[src/sv/rrpg_pkg.sv]
`default_nettype none
// ----------------------------------------------------------------------------
// Rainbow ring pixel generator package
// Shared constants, types, hue scaling helpers and the microcode program.
// ----------------------------------------------------------------------------
package rrpg_pkg;

  // Ring and hue resolution.
  localparam int unsigned LED_COUNT  = 8;
  localparam int unsigned HUE_BITS   = 16;
  localparam int unsigned RUN_LEN    = (LED_COUNT > 64) ? 64 : LED_COUNT;
  localparam int unsigned UP_SHIFT   = (HUE_BITS >= 16) ? (HUE_BITS - 16) : 0;
  localparam int unsigned DOWN_SHIFT = (HUE_BITS >= 16) ? 0 : (16 - HUE_BITS);

  // Field and datapath widths.
  localparam int unsigned IDX_W  = 6;
  localparam int unsigned W_W    = HUE_BITS + 1;
  localparam int unsigned PROD_W = 16 + W_W;
  localparam int unsigned SUM_W  = HUE_BITS + 18;

  localparam logic [IDX_W-1:0] LAST_IDX   = IDX_W'(RUN_LEN - 1);
  localparam logic [W_W-1:0]   FULL_TURN  = W_W'(1) << HUE_BITS;
  localparam logic [SUM_W-1:0] ROUND_TERM = SUM_W'(255) << HUE_BITS;

  // Configuration register indexes.
  localparam int unsigned CFG_IDX_W = 2;
  localparam logic [CFG_IDX_W-1:0] CFG_BRIGHTNESS = 2'd0;
  localparam logic [CFG_IDX_W-1:0] CFG_SATURATION = 2'd1;
  localparam logic [CFG_IDX_W-1:0] CFG_HUE_STEP   = 2'd2;
  localparam logic [CFG_IDX_W-1:0] CFG_HUE_ADV    = 2'd3;

  typedef struct packed {
    logic [7:0]  brightness;
    logic [7:0]  saturation;
    logic [15:0] hue_step_per_led;
    logic [15:0] hue_advance_per_tick;
  } cfg_t;

  // Datapath operations.
  typedef enum logic [3:0] {
    OP_NOP,
    OP_ACCEPT,
    OP_LOAD_AB,
    OP_W_FULL,
    OP_W_ZERO,
    OP_W_HUE,
    OP_MUL,
    OP_SUM,
    OP_RECIP,
    OP_CORR,
    OP_EMIT,
    OP_NEXT,
    OP_ADVANCE
  } op_e;

  // Destination of a finished channel value.
  typedef enum logic [1:0] {
    DST_CC,
    DST_ZZ,
    DST_XX
  } dst_e;

  // Jump conditions: the jump is taken when the condition holds.
  typedef enum logic [2:0] {
    C_NEXT,
    C_ALWAYS,
    C_NO_IN,
    C_OUT_BUSY,
    C_MORE
  } cond_e;

  localparam int unsigned STEP_W   = 5;
  localparam int unsigned PROG_LEN = 20;

  // Program labels.
  localparam logic [STEP_W-1:0] S_WAIT = 5'd0;
  localparam logic [STEP_W-1:0] S_PIX  = 5'd12;
  localparam logic [STEP_W-1:0] S_EMIT = 5'd17;

  typedef struct packed {
    logic              in_rdy;
    op_e               op;
    dst_e              dst;
    cond_e             cond;
    logic [STEP_W-1:0] target;
  } uword_t;

  typedef struct packed {
    op_e  op;
    dst_e dst;
  } ctrl_t;

  typedef struct packed {
    logic out_busy;
    logic more_pix;
  } status_t;

  function automatic uword_t mk_uw(logic rdy, op_e op, dst_e dst, cond_e cond,
                                   logic [STEP_W-1:0] target);
    uword_t w;
    w.in_rdy = rdy;
    w.op     = op;
    w.dst    = dst;
    w.cond   = cond;
    w.target = target;
    return w;
  endfunction

  // Microcode program. Each channel value takes five steps: weight load,
  // multiply, sum with rounding, reciprocal estimate and correction.
  function automatic uword_t ucode_rom(logic [STEP_W-1:0] step);
    uword_t w;
    case (step)
      5'd0:    w = mk_uw(1'b1, OP_ACCEPT,  DST_CC, C_NO_IN,    S_WAIT);
      5'd1:    w = mk_uw(1'b0, OP_LOAD_AB, DST_CC, C_NEXT,     S_WAIT);
      5'd2:    w = mk_uw(1'b0, OP_W_FULL,  DST_CC, C_NEXT,     S_WAIT);
      5'd3:    w = mk_uw(1'b0, OP_MUL,     DST_CC, C_NEXT,     S_WAIT);
      5'd4:    w = mk_uw(1'b0, OP_SUM,     DST_CC, C_NEXT,     S_WAIT);
      5'd5:    w = mk_uw(1'b0, OP_RECIP,   DST_CC, C_NEXT,     S_WAIT);
      5'd6:    w = mk_uw(1'b0, OP_CORR,    DST_CC, C_NEXT,     S_WAIT);
      5'd7:    w = mk_uw(1'b0, OP_W_ZERO,  DST_ZZ, C_NEXT,     S_WAIT);
      5'd8:    w = mk_uw(1'b0, OP_MUL,     DST_ZZ, C_NEXT,     S_WAIT);
      5'd9:    w = mk_uw(1'b0, OP_SUM,     DST_ZZ, C_NEXT,     S_WAIT);
      5'd10:   w = mk_uw(1'b0, OP_RECIP,   DST_ZZ, C_NEXT,     S_WAIT);
      5'd11:   w = mk_uw(1'b0, OP_CORR,    DST_ZZ, C_NEXT,     S_WAIT);
      5'd12:   w = mk_uw(1'b0, OP_W_HUE,   DST_XX, C_NEXT,     S_WAIT);
      5'd13:   w = mk_uw(1'b0, OP_MUL,     DST_XX, C_NEXT,     S_WAIT);
      5'd14:   w = mk_uw(1'b0, OP_SUM,     DST_XX, C_NEXT,     S_WAIT);
      5'd15:   w = mk_uw(1'b0, OP_RECIP,   DST_XX, C_NEXT,     S_WAIT);
      5'd16:   w = mk_uw(1'b0, OP_CORR,    DST_XX, C_NEXT,     S_WAIT);
      5'd17:   w = mk_uw(1'b0, OP_EMIT,    DST_XX, C_OUT_BUSY, S_EMIT);
      5'd18:   w = mk_uw(1'b0, OP_NEXT,    DST_XX, C_MORE,     S_PIX);
      5'd19:   w = mk_uw(1'b0, OP_ADVANCE, DST_CC, C_ALWAYS,   S_WAIT);
      default: w = mk_uw(1'b0, OP_NOP,     DST_CC, C_ALWAYS,   S_WAIT);
    endcase
    return w;
  endfunction

  // Scale an unsigned 16-bit turn fraction to HUE_BITS bits.
  function automatic logic [HUE_BITS-1:0] scale_u16(logic [15:0] v);
    logic [39:0] x;
    x = 40'(v);
    x = x << UP_SHIFT;
    x = x >> DOWN_SHIFT;
    return x[HUE_BITS-1:0];
  endfunction

  // Scale a signed 16-bit turn fraction to HUE_BITS bits.
  function automatic logic [HUE_BITS-1:0] scale_s16(logic [15:0] v);
    logic signed [39:0] x;
    x = 40'(signed'(v));
    x = x <<< UP_SHIFT;
    x = x >>> DOWN_SHIFT;
    return x[HUE_BITS-1:0];
  endfunction

endpackage
`default_nettype wire

[src/sv/rrpg_cfg_regs.sv]
`default_nettype none
// ----------------------------------------------------------------------------
// Rainbow ring configuration registers
// Write-only register file for brightness, saturation and hue steps.
// ----------------------------------------------------------------------------
module rrpg_cfg_regs (
  input  wire logic                           clk_i,
  input  wire logic                           rst_ni,
  input  wire logic                           cfg_we_i,
  input  wire logic [rrpg_pkg::CFG_IDX_W-1:0] cfg_index_i,
  input  wire logic [15:0]                    cfg_data_i,
  output rrpg_pkg::cfg_t                      cfg_o
);
  import rrpg_pkg::*;

  cfg_t cfg_q, cfg_d;

  // Decode the register index of a write.
  always_comb begin
    cfg_d = cfg_q;
    if (cfg_we_i) begin
      case (cfg_index_i)
        CFG_BRIGHTNESS: cfg_d.brightness           = cfg_data_i[7:0];
        CFG_SATURATION: cfg_d.saturation           = cfg_data_i[7:0];
        CFG_HUE_STEP:   cfg_d.hue_step_per_led     = cfg_data_i;
        CFG_HUE_ADV:    cfg_d.hue_advance_per_tick = cfg_data_i;
        default: ;
      endcase
    end
  end

  always_ff @(posedge clk_i or negedge rst_ni) begin
    if (!rst_ni) begin
      cfg_q.brightness           <= 8'd51;
      cfg_q.saturation           <= 8'd255;
      cfg_q.hue_step_per_led     <= 16'd8192;
      cfg_q.hue_advance_per_tick <= 16'd437;
    end else begin
      cfg_q <= cfg_d;
    end
  end

  assign cfg_o = cfg_q;

endmodule
`default_nettype wire

[src/sv/rrpg_sequencer.sv]
`default_nettype none
// ----------------------------------------------------------------------------
// Rainbow ring microcode sequencer
// Step counter over the control program with conditional jumps.
// ----------------------------------------------------------------------------
module rrpg_sequencer (
  input  wire logic              clk_i,
  input  wire logic              rst_ni,
  input  wire logic              in_valid_i,
  input  wire rrpg_pkg::status_t status_i,
  output rrpg_pkg::ctrl_t        ctrl_o,
  output wire logic              in_ready_o
);
  import rrpg_pkg::*;

  logic [STEP_W-1:0] step_q, step_d;
  uword_t            uw;
  logic              take;

  // Fetch the control word and evaluate its jump condition.
  always_comb begin
    uw = ucode_rom(step_q);
    case (uw.cond)
      C_NEXT:     take = 1'b0;
      C_ALWAYS:   take = 1'b1;
      C_NO_IN:    take = !in_valid_i;
      C_OUT_BUSY: take = status_i.out_busy;
      C_MORE:     take = status_i.more_pix;
      default:    take = 1'b1;
    endcase
    step_d = take ? uw.target : step_q + STEP_W'(1);
  end

  always_ff @(posedge clk_i or negedge rst_ni) begin
    if (!rst_ni) begin
      step_q <= S_WAIT;
    end else begin
      step_q <= step_d;
    end
  end

  assign ctrl_o.op  = uw.op;
  assign ctrl_o.dst = uw.dst;
  assign in_ready_o = uw.in_rdy;

`ifndef SYNTHESIS
  // The step counter stays inside the program.
  a_step_range: assert property (@(posedge clk_i) disable iff (!rst_ni)
    step_q < STEP_W'(PROG_LEN))
    else $error("step counter left the program");

  // An accepted word starts the setup steps.
  a_accept_start: assert property (@(posedge clk_i) disable iff (!rst_ni)
    (in_valid_i && in_ready_o) |=> step_q == S_WAIT + STEP_W'(1))
    else $error("accept did not start the run");
`endif

endmodule
`default_nettype wire

[src/sv/rrpg_datapath.sv]
`default_nettype none
// ----------------------------------------------------------------------------
// Rainbow ring datapath
// Hue accumulator, one shared multiplier with divide-by-255 logic, and the
// output word register, all driven by the sequencer's control word.
// ----------------------------------------------------------------------------
module rrpg_datapath (
  input  wire logic                       clk_i,
  input  wire logic                       rst_ni,
  input  wire rrpg_pkg::cfg_t             cfg_i,
  input  wire rrpg_pkg::ctrl_t            ctrl_i,
  output rrpg_pkg::status_t               status_o,
  input  wire logic                       in_valid_i,
  input  wire logic                       restart_phase_i,
  input  wire logic                       out_ready_i,
  output wire logic                       out_valid_o,
  output wire logic [rrpg_pkg::IDX_W-1:0] pixel_index_o,
  output wire logic [7:0]                 red_o,
  output wire logic [7:0]                 green_o,
  output wire logic [7:0]                 blue_o,
  output wire logic                       last_pixel_o
);
  import rrpg_pkg::*;

  // Control registers.
  logic [HUE_BITS-1:0] base_hue_q, base_hue_d;
  logic [HUE_BITS-1:0] hue_q, hue_d;
  logic [IDX_W-1:0]    idx_q, idx_d;
  logic                out_valid_q, out_valid_d;

  // Payload registers.
  logic [15:0]       a_q, b_q;
  logic [W_W-1:0]    w_q;
  logic [2:0]        sector_q;
  logic [PROD_W-1:0] prod_q;
  logic [15:0]       y_q;
  logic [7:0]        est_q;
  logic [7:0]        cc_q, zz_q, xx_q;
  logic [IDX_W-1:0]  pix_q;
  logic [7:0]        red_q, green_q, blue_q;
  logic              last_q;

  logic                is_last, emit_load;
  logic [HUE_BITS+2:0] hue6;
  logic [HUE_BITS-1:0] frac;
  logic [W_W-1:0]      w_hue;
  logic [SUM_W-1:0]    sum_n;
  logic [23:0]         y257;
  logic [15:0]         corr_r;
  logic [7:0]          chan_rnd;
  logic [7:0]          r_sel, g_sel, b_sel;

  assign is_last   = (idx_q == LAST_IDX);
  assign emit_load = (ctrl_i.op == OP_EMIT) && !(out_valid_q && !out_ready_i);

  assign status_o.out_busy = out_valid_q && !out_ready_i;
  assign status_o.more_pix = !is_last;

  // Sector and weight of the current hue: 6*h splits into sector and fraction.
  always_comb begin
    hue6  = {2'b00, hue_q, 1'b0} + {1'b0, hue_q, 2'b00};
    frac  = hue6[HUE_BITS-1:0];
    w_hue = hue6[HUE_BITS] ? (FULL_TURN - W_W'(frac)) : W_W'(frac);
  end

  // Numerator over 2^(HUE_BITS+1): 2*A*F + 2*B*w + 255*F, then halved.
  always_comb begin
    sum_n = SUM_W'({a_q, {(HUE_BITS + 1){1'b0}}}) + SUM_W'({prod_q, 1'b0}) + ROUND_TERM;
  end

  // Divide by 255: estimate with 257/65536, which is low by at most one.
  always_comb begin
    y257     = {8'b0, y_q} + {y_q, 8'b0};
    corr_r   = y_q - ({est_q, 8'b0} - {8'b0, est_q});
    chan_rnd = (corr_r >= 16'd255) ? est_q + 8'd1 : est_q;
  end

  // Place C, X and zero channels by sector.
  always_comb begin
    case (sector_q)
      3'd0: begin r_sel = cc_q; g_sel = xx_q; b_sel = zz_q; end
      3'd1: begin r_sel = xx_q; g_sel = cc_q; b_sel = zz_q; end
      3'd2: begin r_sel = zz_q; g_sel = cc_q; b_sel = xx_q; end
      3'd3: begin r_sel = zz_q; g_sel = xx_q; b_sel = cc_q; end
      3'd4: begin r_sel = xx_q; g_sel = zz_q; b_sel = cc_q; end
      default: begin r_sel = cc_q; g_sel = zz_q; b_sel = xx_q; end
    endcase
  end

  // Next values of the control registers.
  always_comb begin
    base_hue_d  = base_hue_q;
    hue_d       = hue_q;
    idx_d       = idx_q;
    out_valid_d = out_ready_i ? 1'b0 : out_valid_q;
    case (ctrl_i.op)
      OP_ACCEPT: begin
        if (in_valid_i) begin
          base_hue_d = restart_phase_i ? '0 : base_hue_q;
          hue_d      = restart_phase_i ? '0 : base_hue_q;
          idx_d      = '0;
        end
      end
      OP_EMIT: begin
        if (emit_load) begin
          out_valid_d = 1'b1;
        end
      end
      OP_NEXT: begin
        if (!is_last) begin
          hue_d = hue_q + scale_u16(cfg_i.hue_step_per_led);
          idx_d = idx_q + IDX_W'(1);
        end
      end
      OP_ADVANCE: begin
        base_hue_d = base_hue_q + scale_s16(cfg_i.hue_advance_per_tick);
      end
      default: ;
    endcase
  end

  always_ff @(posedge clk_i or negedge rst_ni) begin
    if (!rst_ni) begin
      base_hue_q  <= '0;
      hue_q       <= '0;
      idx_q       <= '0;
      out_valid_q <= 1'b0;
    end else begin
      base_hue_q  <= base_hue_d;
      hue_q       <= hue_d;
      idx_q       <= idx_d;
      out_valid_q <= out_valid_d;
    end
  end

  // Arithmetic and output registers.
  always_ff @(posedge clk_i) begin
    case (ctrl_i.op)
      OP_LOAD_AB: begin
        a_q <= 16'(cfg_i.brightness) * 16'(8'd255 - cfg_i.saturation);
        b_q <= 16'(cfg_i.brightness) * 16'(cfg_i.saturation);
      end
      OP_W_FULL: w_q <= FULL_TURN;
      OP_W_ZERO: w_q <= '0;
      OP_W_HUE: begin
        w_q      <= w_hue;
        sector_q <= hue6[HUE_BITS+2:HUE_BITS];
      end
      OP_MUL:   prod_q <= PROD_W'(b_q) * PROD_W'(w_q);
      OP_SUM:   y_q    <= sum_n[HUE_BITS+16:HUE_BITS+1];
      OP_RECIP: est_q  <= y257[23:16];
      OP_CORR: begin
        case (ctrl_i.dst)
          DST_CC:  cc_q <= chan_rnd;
          DST_ZZ:  zz_q <= chan_rnd;
          default: xx_q <= chan_rnd;
        endcase
      end
      OP_EMIT: begin
        if (emit_load) begin
          pix_q   <= idx_q;
          red_q   <= r_sel;
          green_q <= g_sel;
          blue_q  <= b_sel;
          last_q  <= is_last;
        end
      end
      default: ;
    endcase
  end

  assign out_valid_o   = out_valid_q;
  assign pixel_index_o = pix_q;
  assign red_o         = red_q;
  assign green_o       = green_q;
  assign blue_o        = blue_q;
  assign last_pixel_o  = last_q;

`ifndef SYNTHESIS
  // The reciprocal estimate is never more than one below the quotient.
  a_corr_bound: assert property (@(posedge clk_i) disable iff (!rst_ni)
    (ctrl_i.op == OP_CORR) |-> corr_r < 16'd510)
    else $error("divide-by-255 estimate out of range");

  // No channel is brighter than the configured brightness.
  a_chan_bound: assert property (@(posedge clk_i) disable iff (!rst_ni)
    (ctrl_i.op == OP_EMIT && emit_load) |=>
      (red_q <= cfg_i.brightness && green_q <= cfg_i.brightness &&
       blue_q <= cfg_i.brightness))
    else $error("channel exceeds brightness");

  // The end-of-run mark sits on the last ring position only.
  a_last_idx: assert property (@(posedge clk_i) disable iff (!rst_ni)
    (out_valid_q && last_q) |-> pix_q == LAST_IDX)
    else $error("last pixel flag on wrong index");
`endif

endmodule
`default_nettype wire

[src/sv/rotating_rainbow_pixel_generator.sv]
`default_nettype none
// ----------------------------------------------------------------------------
// Rotating rainbow pixel generator
// Each input word is one animation tick and yields one RGB word per LED of
// the ring. A new word is taken only after the previous tick's ring run and
// base hue advance are done. A microcoded sequencer steps one shared
// multiplier and a divide-by-255 stage: one step to accept, one for the
// brightness products, five per channel value (weight load, multiply, sum,
// reciprocal estimate and correction) for the full and zero weight values
// once per tick and for the hue weight of each LED, one step per LED to emit
// and one to step the hue, and a final step to advance the base hue. A
// stalled output holds the program at its emit step. Configuration must be
// written only while idle; the block itself does not enforce this.
// ----------------------------------------------------------------------------
module rotating_rainbow_pixel_generator (
  input  wire logic                           clk_i,
  input  wire logic                           rst_ni,
  input  wire logic                           cfg_we_i,
  input  wire logic [rrpg_pkg::CFG_IDX_W-1:0] cfg_index_i,
  input  wire logic [15:0]                    cfg_data_i,
  input  wire logic                           in_valid_i,
  output wire logic                           in_ready_o,
  input  wire logic                           restart_phase_i,
  output wire logic                           out_valid_o,
  input  wire logic                           out_ready_i,
  output wire logic [rrpg_pkg::IDX_W-1:0]     pixel_index_o,
  output wire logic [7:0]                     red_o,
  output wire logic [7:0]                     green_o,
  output wire logic [7:0]                     blue_o,
  output wire logic                           last_pixel_o
);
  import rrpg_pkg::*;

  cfg_t    cfg;
  ctrl_t   ctrl;
  status_t status;

  // Configuration registers.
  rrpg_cfg_regs u_cfg (
    .clk_i       (clk_i),
    .rst_ni      (rst_ni),
    .cfg_we_i    (cfg_we_i),
    .cfg_index_i (cfg_index_i),
    .cfg_data_i  (cfg_data_i),
    .cfg_o       (cfg)
  );

  // Control program.
  rrpg_sequencer u_seq (
    .clk_i      (clk_i),
    .rst_ni     (rst_ni),
    .in_valid_i (in_valid_i),
    .status_i   (status),
    .ctrl_o     (ctrl),
    .in_ready_o (in_ready_o)
  );

  // Arithmetic and output word.
  rrpg_datapath u_dp (
    .clk_i           (clk_i),
    .rst_ni          (rst_ni),
    .cfg_i           (cfg),
    .ctrl_i          (ctrl),
    .status_o        (status),
    .in_valid_i      (in_valid_i),
    .restart_phase_i (restart_phase_i),
    .out_ready_i     (out_ready_i),
    .out_valid_o     (out_valid_o),
    .pixel_index_o   (pixel_index_o),
    .red_o           (red_o),
    .green_o         (green_o),
    .blue_o          (blue_o),
    .last_pixel_o    (last_pixel_o)
  );

endmodule
`default_nettype wire

[config.mk]
export PLATFORM = sky130hd
export DESIGN_NAME = rotating_rainbow_pixel_generator
export DESIGN_NICKNAME = d
export VERILOG_FILES = /design/src/sv/rrpg_pkg.sv /design/src/sv/rrpg_cfg_regs.sv /design/src/sv/rrpg_sequencer.sv /design/src/sv/rrpg_datapath.sv /design/src/sv/rotating_rainbow_pixel_generator.sv
export SDC_FILE = /design/constraint.sdc
export NUM_CORES = 1
export LEC_CHECK = 0
export BUFFER_PORTS_ARGS = -buffer_cell sky130_fd_sc_hd__buf_2
export CELL_PAD_IN_SITES_DETAIL_PLACEMENT = 0
export CELL_PAD_IN_SITES_GLOBAL_PLACEMENT = 1
export CORE_MARGIN = 2
export CORE_UTILIZATION = 25
export CTS_BUF_LIST = sky130_fd_sc_hd__clkbuf_8 sky130_fd_sc_hd__clkbuf_16
export DETAILED_ROUTE_END_ITERATION = 8
export GPL_TIMING_DRIVEN = 0
export PLACE_DENSITY_LB_ADDON = 0.05
export SETUP_SLACK_MARGIN = 0.05
export SYNTH_ARGS = -nofsm -noshare
export SYNTH_HDL_FRONTEND = slang
export SYNTH_SLANG_ARGS = --single-unit
[constraint.sdc]
create_clock -name clk_i -period 7.7 [get_ports clk_i]
set_input_delay 1.925 -clock clk_i [delete_from_list [all_inputs] [get_ports clk_i]]
set_output_delay 1.925 -clock clk_i [all_outputs]
set_load 0.005 [all_outputs]
# After elaboration in Yosys (flattened, before gate mapping)
# Memories as Yosys holds them, arrays and structs flattened.
# Cells that the tools add are included.
[totals]
regBits = 255
rom_bits = 448
in_bits = 24
output_inout_bits = 33
wordCells = 118
n_memories = 1
[memory_table]
columns = ["memory", "words", "width", "rd", "rd_clocked_by_memory_dff", "write_ports", "line_no", "rtl"]
rows = [
  ["(no name shown)", 32, 14, 1, 0, 0, "rrpg_pkg.sv:113", "case (step)"],
]
[op_classes]
n_addsub = 13
mul = 3
n_lt_le_gt_ge = 1
eq_ne = 26
mux = 19
bitwise = 1
reduce_logical = 30
[ops]
columns = ["cell", "count"]
rows = [
  ["one-hot mux 16 bit (2 select lines)", 2],
  ["one-hot mux 17 bit (3 select lines)", 1],
  ["two-way mux 16 bit", 3],
  ["one-hot mux 8 bit (2 select lines)", 3],
  ["adder 33 x 24 -> 33 bit, second input constant", 1],
  ["adder 33 bit", 1],
  ["adder 16 bit", 2],
  ["multiplier 16 x 17 -> 32 bit", 1],
  ["adder 16 x 24 -> 24 bit", 1],
  ["== test 4 bit, second input constant", 5],
  ["adder 17 x 18 -> 19 bit", 1],
  ["AND reduction 2 bit", 9],
  ["two-way mux 17 bit", 1],
  ["subtractor 17 x 16 -> 17 bit, first input constant", 1],
  ["== test 4 x 3 -> 1 bit, second input constant", 4],
  ["greater-or-equal comparator 16 x 8 -> 1 bit, second input constant", 1],
  ["multiplier 8 x 16 -> 16 bit", 1],
  ["multiplier 8 x 8 -> 16 bit", 1],
  ["subtractor 16 bit", 1],
  ["subtractor 16 x 8 -> 16 bit", 1],
  ["OR reduction 2 bit", 7],
  ["== test 3 x 2 -> 1 bit, second input constant", 4],
  ["two-way mux 6 bit", 2],
  ["one-hot mux 6 bit (2 select lines)", 1],
  ["other kinds (24)", 38],
]

# Depth between registers and ports, before layout
[depth]
ltp_word = 6
mapped_depth = 24
ltp_nobuf = 23

# Hierarchy
# Synthesis repeated with hierarchy kept, for this count alone.
[unflattened]
cells_unflattened = 2710
area_unflattened_um2 = 26187.6
[by_module_without_submodules]
columns = ["mod", "n_inst", "cells_per_inst", "area_each_um2"]
rows = [
  ["rrpg_datapath", 1, 2537, 23775.3],
  ["rrpg_cfg_regs", 1, 102, 1844.3],
  ["rrpg_sequencer", 1, 71, 568.0],
]

# Worst setup path before layout
# Ideal clock, no wire load.
[synth_path]
path_kind = "reg-to-reg"
start = "register u_dp.b_q[1]"
end = "register u_dp.prod_q[31] (data pin)"
setup_ps = 136
arrival_ps = 5835
t_required_ps = 7564
path_slack_ps = 1729
path_stages_with_launch = 21
period_less_slack_ps = 5971
path_cell_list = "edfxtp_1 clkbuf_1 nand2_1 fa_1 fa_1 fa_1 fa_1 inv_1 fa_1 inv_1 fa_1 inv_1 ha_1 a21o_1 a21oi_1 o21ai_0 nor3_1 o31ai_1 nand2b_1 or4_1 nand3_1"
[synth_between]
elab_chain_len = 1
[synth_lines]
columns = ["item", "line_no", "rtl"]
rows = [
  ["start, declared", "rrpg_datapath.sv:32", "logic [15:0] a_q, b_q;"],
  ["start signal, assigned", "rrpg_datapath.sv:141", "b_q <= 16'(cfg_i.brightness) * 16'(cfg_i.saturation);"],
  ["multiplier 16 x 17 -> 32 bit", "rrpg_datapath.sv:149", "OP_MUL: prod_q <= PROD_W'(b_q) * PROD_W'(w_q);"],
  ["end signal, assigned", "rrpg_datapath.sv:149", ""],
  ["end, declared", "rrpg_datapath.sv:35", "logic [PROD_W-1:0] prod_q;"],
]
# No other way between the ends.
# A chain may end at the register's enable or synchronous reset.

# Worst setup path in the final report
[layout_path]
start = "register u_dp.w_q[9]"
end = "register u_dp.prod_q[31] (data pin)"
[layout_between]
elab_chain_len = 1
[layout_lines]
columns = ["item", "line_no", "rtl"]
rows = [
  ["start, declared", "rrpg_datapath.sv:33", "logic [W_W-1:0] w_q;"],
  ["start signal, assigned", "rrpg_datapath.sv:146", "w_q <= w_hue;"],
  ["multiplier 16 x 17 -> 32 bit", "rrpg_datapath.sv:149", ""],
]
# No other way between the ends.

==> results.yml <==
outcome:
  outcome: "complete, no violations"
routing:
  wirelength_mm: 75.3
  first_pass_iters: 5
  drt-vias-per-instance: 4.42
  route.detailed.drc: 0
  ant_nets: 0
  drt-initial-drc-count: 784
  vias: 18700
  wl_per_cell_um: 17.8
grt:
  grt_start_max_net_pins: 61
  gr-usage-all-layers_pct: 14.3
  antenna_found_initial: 2
  grt_first_pass_wirelength_mm: 119
  grt_pass1_vias: 20100
  grt_remaining_overflow: 0
sta:
  clock_skew_ps: 33.0
  drv_slew: 0
  period_minus_slack_ps: 7250
  rsz0062_at_grt: "false"
  setup_viol: 0
  max_slew.worst_pin.slew_ps: 1290
  period_share_pct: 94.2
  hold_viol: 0
  relSlewSlack_pct: 13.2
  fmax_ghz: 0.138
placed_design:
  port_buffers: 56
  hpwl_mm: 61.1
  dpl_cell_area_um2: 28300
  gp_congestion: 0.792
layout:
  fin_area_um2: 29500
  drive_above_1_share_pct: 8.58
  synthToLayoutAreaGrowth_pct: 12.9
  final_cell_mix: "441 x inv_1, 294 x ha_1, 268 x nand2_1, 268 x fa_1, 154 x and2_1"
  layout.nets: 3402
  final_common_cell: "inv_1"
yosys:
  ys_ff_latch: 239
  synth_edf_count: 147
  syn_nets: 3301
  ys_seq_area_share_pct: 25.8
  synth_cells: 2715
  synth.avg_cell_area_um2: 9.64
  yosys.cell_types.count: 76
  synthArstFlopShare_pct: 38.5
  yosysWarnings: 0
  synth_area_um2: 26200
  synthFlopType: "edfxtp_1"
job:
  maxCapViolCount: 0
floorplanning:
  rows: 118
  die_w_um: 328
  core_um2: 104000
  die_h_um: 328
  initial_core_util_pct: 25.2
  ios: 57
  dieArea_um2: 107000
critical_path:
  end_kind: "flip-flop"
  critPathMaxFanout: 10
  cpLargestDelayFamily: "adder cells"
  start_kind: "flip-flop"
  critPathMaxStageDelay_ps: 690
  cp_slowest_cell: "edfxtp_1"
  worstPathRequired_ps: 7970
  crit_top_cell: "fa_1"
  crit_path_cell_trace: "clkbuf_2, nand2_1, fa_1, fa_1, inv_1, ha_1, fa_1, fa_1, inv_1, fa_1, inv_1, ha_1, nand2_1, a2bb2oi_1, a21o_1, a211oi_2, nor3_4, o31ai_1, nand2b_1, or4_1, nand3_1"
  arrival_ps: 7520
  worstSetupPathType: "reg -> reg"
  critPathBufInv: 4
clocking:
  cts.path.max_buffers: 3
  cts_tree: "built"
  cts_sinks: 239
  cts_made_buffers: 35
  clock_latency_ps: 570
  cts_hold_buf: 0
  clk_pin_slew_ps: 50
  root_buffer: "clkbuf_16"
  htreeDepth: 2
min_path:
  hold_path_class: "reg -> reg"
synth_stat cells, drive strengths merged (5+ instances only):
master,instances,share of area [%]
a211oi,18,0.52
a21boi,6,0.17
a21o,25,0.72
a21oi,129,2.5
a221oi,10,0.33
a22o,5,0.17
a31oi,10,0.26
and2,154,3.7
and3,16,0.38
buf,9,0.19
clkbuf,75,1.1
dfrtp,73,7.0
dfstp,19,1.9
edfxtp,147,17
fa,268,21
ha,294,14
inv,435,6.2
mux2,50,2.2
mux2i,11,0.42
nand2,268,3.8
nand2b,58,1.4
nand3,32,0.61
nand3b,5,0.14
nand4,8,0.19
nor2,100,1.4
nor2b,61,1.5
nor3,37,0.73
nor3b,16,0.46
nor4,6,0.20
o2111ai,5,0.17
o211ai,7,0.20
o21a,8,0.23
o21ai,112,2.1
o21bai,11,0.32
o22a,8,0.27
o22ai,11,0.26
o31ai,8,0.23
o41ai,6,0.20
or2,8,0.20
or3,15,0.36
xnor2,94,3.1
xor2,36,1.2
kinds of logic (layout without fill, tap and decap cells):
kind of cell / after synthesis / after routing / synth area share, %
simple gates: 794 / 794 / 15.4
mux: 61 / 61 / 2.57
other cells: 0 / 1 / 0
fa+ha+maj: 562 / 562 / 34.6
flops: 239 / 239 / 25.8
buf+inv: 520 / 648 / 7.52
compound gates: 409 / 409 / 9.82
xor+xnor: 130 / 130 / 4.35
metal layers:
layer	vias up	track usage (%)	routed length, um
li1	9180	-	-
met1	9233	20.4	37000
met2	195	23.3	34800
met3	64	1.63	2130
met4	0	3.04	1390
met5	-	0	0
metrics by stage:
stage,cells,setup TNS (ps),worst slack [ps],hold slack [ps],util (%)
floorplan,2715,0,1730,466,-
global placement,4151,-1340,-325,495,27.2
detailed placement,4157,-1180,-311,501,27.3
CTS,4221,0,64.8,518,28.5
global route,4223,0,51.5,534,28.5
finish,4224,0,448,517,28.5
path summary, 6_finish.rpt:
check                                startpoint              end  slack, ps  cells past startpoint
worst max-delay path                u_dp.w_q[9]  u_dp.prod_q[31]        450                     21
min in group asynchronous                rst_ni  u_cfg.cfg_o[13]       1310                      1
worst min-delay path            u_cfg.cfg_o[12]  u_cfg.cfg_o[12]        520                      1
worst min register to register  u_cfg.cfg_o[12]  u_cfg.cfg_o[12]        520                      1
max in group asynchronous                rst_ni  u_cfg.cfg_o[29]       5700                      2
worst max register to register      u_dp.w_q[9]  u_dp.prod_q[31]        450                     21
layout make-up:
class,instances,area (um2)
Sequential cell,239,6740
Clock buffer,39,931
Antenna cell,1,2.50
Multi-Input combinational cell,1956,17500
Timing Repair Buffer,64,394
Clock inverter,25,248
Fill cell,11100,74100
Tap cell,1380,1730
Inverter,436,1640
Buffer,84,359
flip-flops by register name, summed over array words and instances, names as in the netlist, 16 cells and up:
| signal | count |
|---|---|
| u_cfg.cfg_o | 48 |
| u_dp.prod_q | 17 |
| u_dp.a_q | 16 |
| u_dp.b_q | 16 |
| u_dp.base_hue_q | 16 |
| u_dp.hue_q | 16 |
| u_dp.w_q | 16 |
| u_dp.y_q | 16 |
timing repair:
item | in CTS | in global routing
resized for setup | 5 | 37
buffers inserted | 0 | 2
cloned | 0 | 0
endpoints found under the setup margin | 6 | 5
Power is left out: the tool's default activity adds up to more than one toggle a clock period on the data nets, which glitch-free logic cannot reach.
